File: src/rtl/aph_pkg.sv
// Package with constants, types and helper functions for the allpass phaser.
package aph_pkg;

	localparam int MaxStagesDefault = 16;
	localparam int CfgIdxW = 3;
	localparam int CfgDataW = 24;

	localparam logic [CfgIdxW-1:0] REG_PHASE_STEP = 3'd0;
	localparam logic [CfgIdxW-1:0] REG_SWEEP_MIN = 3'd1;
	localparam logic [CfgIdxW-1:0] REG_SWEEP_MAX = 3'd2;
	localparam logic [CfgIdxW-1:0] REG_FB_GAIN = 3'd3;
	localparam logic [CfgIdxW-1:0] REG_DEPTH_GAIN = 3'd4;
	localparam logic [CfgIdxW-1:0] REG_STAGE_CNT = 3'd5;

	typedef enum logic [3:0] {
		ST_IDLE,
		ST_X2,
		ST_X3,
		ST_X5,
		ST_POLY,
		ST_SINE,
		ST_D,
		ST_DGO,
		ST_DIV,
		ST_FB,
		ST_RD,
		ST_MUL1,
		ST_MUL2,
		ST_TANH,
		ST_OUT,
		ST_HOLD
	} aph_state_t;

	function automatic logic signed [15:0] tanh_rom(input logic [4:0] i);
		case (i)
			5'd0: tanh_rom = 16'sd0;
			5'd1: tanh_rom = 16'sd2045;
			5'd2: tanh_rom = 16'sd4075;
			5'd3: tanh_rom = 16'sd6073;
			5'd4: tanh_rom = 16'sd8026;
			5'd5: tanh_rom = 16'sd9919;
			5'd6: tanh_rom = 16'sd11743;
			5'd7: tanh_rom = 16'sd13486;
			5'd8: tanh_rom = 16'sd15143;
			5'd9: tanh_rom = 16'sd16706;
			5'd10: tanh_rom = 16'sd18173;
			5'd11: tanh_rom = 16'sd19542;
			5'd12: tanh_rom = 16'sd20813;
			5'd13: tanh_rom = 16'sd21986;
			5'd14: tanh_rom = 16'sd23066;
			5'd15: tanh_rom = 16'sd24054;
			default: tanh_rom = 16'sd24956;
		endcase
	endfunction

	function automatic logic signed [23:0] sat24(input logic signed [47:0] v);
		if (v < -48'sd8388608) begin
			sat24 = -24'sd8388608;
		end else if (v > 48'sd8388607) begin
			sat24 = 24'sd8388607;
		end else begin
			sat24 = v[23:0];
		end
	endfunction

endpackage

File: src/rtl/aph_div.sv
// Restoring divider, one quotient bit per cycle, for the allpass coefficient.
module aph_div (
	input  logic clk,
	input  logic arst_n,
	input  logic start,
	input  logic [32:0] num,
	input  logic [17:0] den,
	output logic busy,
	output logic [32:0] quo
);
	import aph_pkg::*;

	logic [5:0] cnt_q;
	logic [17:0] rem_q;
	logic [32:0] quo_q;
	logic [18:0] trial;

	assign trial = {rem_q, quo_q[32]} - {1'b0, den};

	always_ff @(posedge clk or negedge arst_n) begin
		if (!arst_n) begin
			cnt_q <= '0;
		end else if (start) begin
			cnt_q <= 6'd33;
		end else if (cnt_q != 6'd0) begin
			cnt_q <= cnt_q - 6'd1;
		end
	end

	always_ff @(posedge clk) begin
		if (start) begin
			rem_q <= '0;
			quo_q <= num;
		end else if (cnt_q != 6'd0) begin
			if (!trial[18]) begin
				rem_q <= trial[17:0];
				quo_q <= {quo_q[31:0], 1'b1};
			end else begin
				rem_q <= {rem_q[16:0], quo_q[32]};
				quo_q <= {quo_q[31:0], 1'b0};
			end
		end
	end

	assign busy = (cnt_q != 6'd0);
	assign quo = quo_q;

	property p_busy_after_start;
		@(posedge clk) disable iff (!arst_n) start |=> busy;
	endproperty
	a_busy_after_start: assert property (p_busy_after_start) else $error("divider idle after start");
	a_rem_bound: assert property (@(posedge clk) disable iff (!arst_n)
		(busy && $past(busy)) |-> ({1'b0, rem_q} < {1'b0, den} || $past(start)))
		else $error("divider remainder out of range");
	a_count_down: assert property (@(posedge clk) disable iff (!arst_n)
		(busy && !start) |=> (cnt_q == $past(cnt_q) - 6'd1)) else $error("divider count");
endmodule

File: config.mk
export PLATFORM = sky130hd
export DESIGN_NAME = aph_div
export DESIGN_NICKNAME = d
export VERILOG_FILES = /design/src/rtl/aph_pkg.sv /design/src/rtl/aph_div.sv
export SDC_FILE = /design/constraint.sdc
export NUM_CORES = 1
export LEC_CHECK = 0
export BUFFER_PORTS_ARGS = -buffer_cell sky130_fd_sc_hd__buf_2
export CORE_MARGIN = 4
export CORE_UTILIZATION = 35
export DETAILED_ROUTE_END_ITERATION = 10
export GPL_TIMING_DRIVEN = 0
export HOLD_SLACK_MARGIN = 0.03
export SLEW_MARGIN = 0
export SYNTH_ARGS = -nofsm -noshare
export SYNTH_HDL_FRONTEND = slang
export SYNTH_SLANG_ARGS = --single-unit
export TNS_END_PERCENT = 20
File: constraint.sdc
create_clock -name clk -period 3.3 [get_ports clk]
set_input_delay 0.66 -clock clk [delete_from_list [all_inputs] [get_ports clk]]
set_output_delay 0.66 -clock clk [all_outputs]
set_load 0.005 [all_outputs]
; Yosys cells after proc, flatten, opt, wreduce, memory -nomap -nowiden
; Cells that the tools add are included.
[word_totals]
inputBits = 54
n_memories = 0
out_inout_bits = 34
ram_bits = 0
wordCells = 13
register_bits = 57
latch_bits = 0
rom_bits = 0
[classes]
reduce_logical = 2
multipliers = 0
mux = 6
addsub = 2
eq_ne = 0
n_bitwise = 0
order_cmp = 0
div = 0
shifts = 0
[ops]
columns = cell, count
row1 = $mux 33, 2
row2 = $sub 19x18->19, 1
row3 = $mux 18, 1
row4 = $mux 6, 2
row5 = $reduce_bool 6->1, 1
row6 = $sub 6x1->6 const B, 1
row7 = $reduce_bool 2->1, 1
row8 = $mux 1, 1

; Longest topological paths before layout
[depth]
word_depth = 4
mapped_depth = 11
ltp_nobuf = 10

; Worst setup path after synthesis
; OpenSTA, ideal clock, no wires.
[synth_path]
kind = input port to flip-flop
start = in den[0]
end = reg rem_q[10]
path_buffers = 1
slack_ns = 0.392
required_ns = 3.212
setup_ns = 0.088
arrival_time_ns = 2.820
cell_stages = 10
path_cell_list = ha_1 -> inv_1 -> fa_1 -> a21o_1 -> a221o_1 -> and3_4 -> nor4_4 -> buf_6 -> o21ai_2 -> a311oi_2
[synth_via]
elab_chain_len = 2
[synth_lines]
columns = item, line_no
row1 = "start, declared", aph_div.sv:7  ; input logic [17:0] den,
row2 = $sub 19x18->19, aph_div.sv:18  ; assign trial = {rem_q, quo_q[32]} - {1'b0, den};
row3 = $mux 18, aph_div.sv:35  ; if (!trial[18]) begin
row4 = "end signal, assigned", aph_div.sv:36  ; rem_q <= trial[17:0];
row5 = "end signal, assigned", aph_div.sv:39  ; rem_q <= {rem_q[16:0], quo_q[32]};
row6 = "end, declared", aph_div.sv:14  ; logic [17:0] rem_q;
; No other way between the ends.
; A chain may end at the register's enable or synchronous reset.

; Worst setup path in the final report
[layout_path]
start = reg cnt_q[0]
end = out busy
[layout_via]
elab_chain_len = 1
[layout_lines]
columns = item, line_no
row1 = "start, declared", aph_div.sv:13  ; logic [5:0] cnt_q;
row2 = "start signal, assigned", aph_div.sv:26  ; cnt_q <= cnt_q - 6'd1;
row3 = $reduce_bool 6->1, aph_div.sv:45  ; assign busy = (cnt_q != 6'd0);
row4 = "end, declared", aph_div.sv:8  ; output logic busy,
; No other way between the ends.

==> impl_metrics.env <==
export IMPL_core_region_area_sq_um=10840
export IMPL_setup_viol=0
export IMPL_slew_viol_final=0
export IMPL_place_ws_ns=-0.1662
export IMPL_die_w_um=113.1
export IMPL_max_cap_violations=0
export IMPL_grt_first_pass_wirelength_um=16350
export IMPL_hpwlAfterDp_um=7991
export IMPL_clockBufferDepth=2
export IMPL_drtAntennaViolNets=0
export IMPL_first_global_vias=3267
export IMPL_fin_crit_ns=3.196
export IMPL_max_stage_delay_ns=0.39
export IMPL_dieArea_sq_um=12790
export IMPL_place_port_buffers=86
export IMPL_cts_clk_slew_worst_paths_ns=0.07
export IMPL_max_vdd_ir_drop_v=0.0002556
export IMPL_synthArstFlopShare_pct=10.53
export IMPL_netlist_instances=391
export IMPL_routed_wirelength_um=10360
export IMPL_cts_tree="built"
export IMPL_dpl_cell_area_sq_um=4472
export IMPL_critPathBufInv=5
export IMPL_synth_warning_count=0
export IMPL_rows=38
export IMPL_syn_area_sq_um=3866
export IMPL_wl_per_cell_um=16.37
export IMPL_relSlewSlack_pct=15.58
export IMPL_cts_max_level=3
export IMPL_first_pass_iters=4
export IMPL_diodes=0
export IMPL_power_density_nw_per_um2=744.9
export IMPL_path_max_fanout=10
export IMPL_ioPinCount=88
export IMPL_critPathTopFamily="buffers and inverters"
export IMPL_ys_seq_area_share_pct=38.83
export IMPL_worst_ep_arrival_time_ns=2.54
export IMPL_multi_input_area_sq_um=2161
export IMPL_drc_errors=0
export IMPL_crit_slowest_cell="dfrtp_1"
export IMPL_initial_core_util_pct=35.66
export IMPL_grtUsageTotal_pct=15.94
export IMPL_synth_ff_type="edfxtp_1"
export IMPL_fillers=1073
export IMPL_drive_gt1_share_pct=34.69
export IMPL_synth_edff_count=33
export IMPL_place_congestion=0.8678
export IMPL_grt_max_degree=34
export IMPL_skew_ns=0.007613
export IMPL_hold_path_class="in -> async"
export IMPL_power_leakage_nw=2.022
export IMPL_clk_latency_ns=0.34
export IMPL_layout_setup_ws_ns=0.1044
export IMPL_num_vias=3353
export IMPL_overflow=0
export IMPL_outcome="complete, no violations"
export IMPL_synth_cell_types=61
export IMPL_synth_seq_cells=57
export IMPL_grt_antenna_before_repair=0
export IMPL_vias_per_cell=5.297
export IMPL_fin_area_sq_um=4688
export IMPL_path_cells="inv_1 -> ha_1 -> nand2_1 -> nor3_4 -> inv_1 -> clkbuf_1 -> clkbuf_1 -> buf_2"
export IMPL_syn_area_per_cell_sq_um=9.888
export IMPL_drt_iter0_markers=223
export IMPL_end_kind="primary output"
export IMPL_seq_area_sq_um=1501
export IMPL_final_hold_violation_count=0
export IMPL_crit_path_start_kind="flop"
export IMPL_synth_area_leaders="edfxtp_1 (26%), mux2_2 (9.6%), dfxtp_1 (9.3%)"
export IMPL_yosysTopAreaCellShare_pct=25.63
export IMPL_layout_common_cells="buf_2 (92), mux2_2 (33), edfxtp_1 (33)"
export IMPL_final_common_cell="buf_2"
export IMPL_die_height_um=113.1
export IMPL_clock_root_buffer="clkbuf_8"
export IMPL_rsz0062_at_grt="yes"
export IMPL_syn_nets=465
export IMPL_tightest_slew_ns=1.265
export IMPL_cts_sinks=57
export IMPL_path_class="reg -> out"
export IMPL_cts_buffers=9
export IMPL_synth_top_area_cell="edfxtp_1"
export IMPL_fmax_mhz=312.9
export IMPL_area_growth_pct=21.26
export IMPL_cp_data_required_time_ns=2.64
export IMPL_fin_nets=562
export IMPL_finalCritPeriodShare_pct=96.84
-- path summary, 6_finish.rpt --
kind	to	slack (ns)	depth (start not counted)	startpoint
worst max-delay path	busy	0.10	8	cnt_q[0]
worst min register to register	rem_q[15]	0.54	2	rem_q[15]
worst min-delay path	cnt_q[1]	0.13	1	arst_n
min in group clk	rem_q[15]	0.54	2	rem_q[15]
worst max register to register	rem_q[7]	0.16	11	quo[32]
max in group asynchronous	cnt_q[4]	3.03	1	arst_n
-- state kept, by name, summed over array words and instances (netlist names) --
name / flops
cnt_q: 6
quo: 33
rem_q: 18
-- stage by stage --
stage / total power, mW / hold WS (ns) / TNS (ns) / util [%] / std cells
6_report: 3.492 / 0.1297 / 0 / 43.25 / 633
5_1_grt: 3.733 / 0.1251 / -0.02692 / 43.25 / 633
4_1_cts: 3.490 / 0.1206 / 0 / 43.25 / 633
3_5_place_dp: 2.768 / 0.4897 / -1.541 / 41.25 / 617
3_3_place_gp: 2.735 / 0.4919 / -1.113 / 41.25 / 617
2_1_floorplan: 2.315 / 0.3644 / 0 / - / 391
-- layer usage --
metal  up-vias  part of all wire (%)  track usage [%]  wire (um)
li1       1672                     -                -          -
met1      1581                    45            21.02       4645
met2        87                    49            26.62       5094
met3        13                   4.8            3.422        499
met4         0                   1.2            4.087        123
met5         -                     0                0          0
-- cell families after synthesis --
kind of cell,count (synthesis),share of synthesized area [%]
adders and majority gates,20,6.667
xor gates and xnor gates,11,2.492
and+or+nand+nor,116,15.76
DFF,57,38.83
buffers and inverters,48,5.437
muxes,35,10.13
AOI/OAI and AO/OA,104,20.68
-- power breakdown --
group / switching (mW) / internal [mW]
sequential: 0.165 / 0.936
clock: 0.291 / 0.421
combinational: 0.962 / 0.717
-- Yosys cell counts (2+ instances only) --
library cell   n
xor2_1         4
a31oi_2        2
dfrtp_1        6
nor2b_1        5
o21ai_0       15
ha_1          19
o21ai_1        2
nand3_1       18
dfxtp_1       18
a311oi_2       8
a21o_1         7
nor2_1        32
o21ai_2        7
or4b_1         2
nand3b_1       3
nand2_1       22
mux2_2        33
a311oi_1       4
a211oi_1       3
clkbuf_1      11
inv_1         27
a31oi_1        6
and3_4         2
edfxtp_1      33
nand4_1        9
or4_1          3
or2_2          2
and2_1         3
a211o_1        2
o31ai_1        4
mux2i_1        2
a21oi_1       24
nor3_1         6
buf_6          3
o311a_1        2
o22ai_1        2
o2111ai_1      3
a31o_2         3
xnor2_1        7
buf_2          6
-- layout make-up --
cell class | instances | area share (%)
multi-input cells | 286 | 46.09
flip-flops and latches | 57 | 32.03
repair buffers | 86 | 9.181
well taps | 140 | 3.736
clock buffers | 10 | 2.722
plain buffers | 21 | 2.322
inverters | 27 | 2.162
clock inverters | 6 | 1.761
-- timing repair --
item,4_1_cts,5_1_grt
pin swaps,0,2
buffers inserted,0,0
endpoints found under the setup margin,1,8
gates cloned,0,0
gates resized for setup,1,0
hold buffers,0,0
No activity file was read; power rests on OpenSTA's default activity.
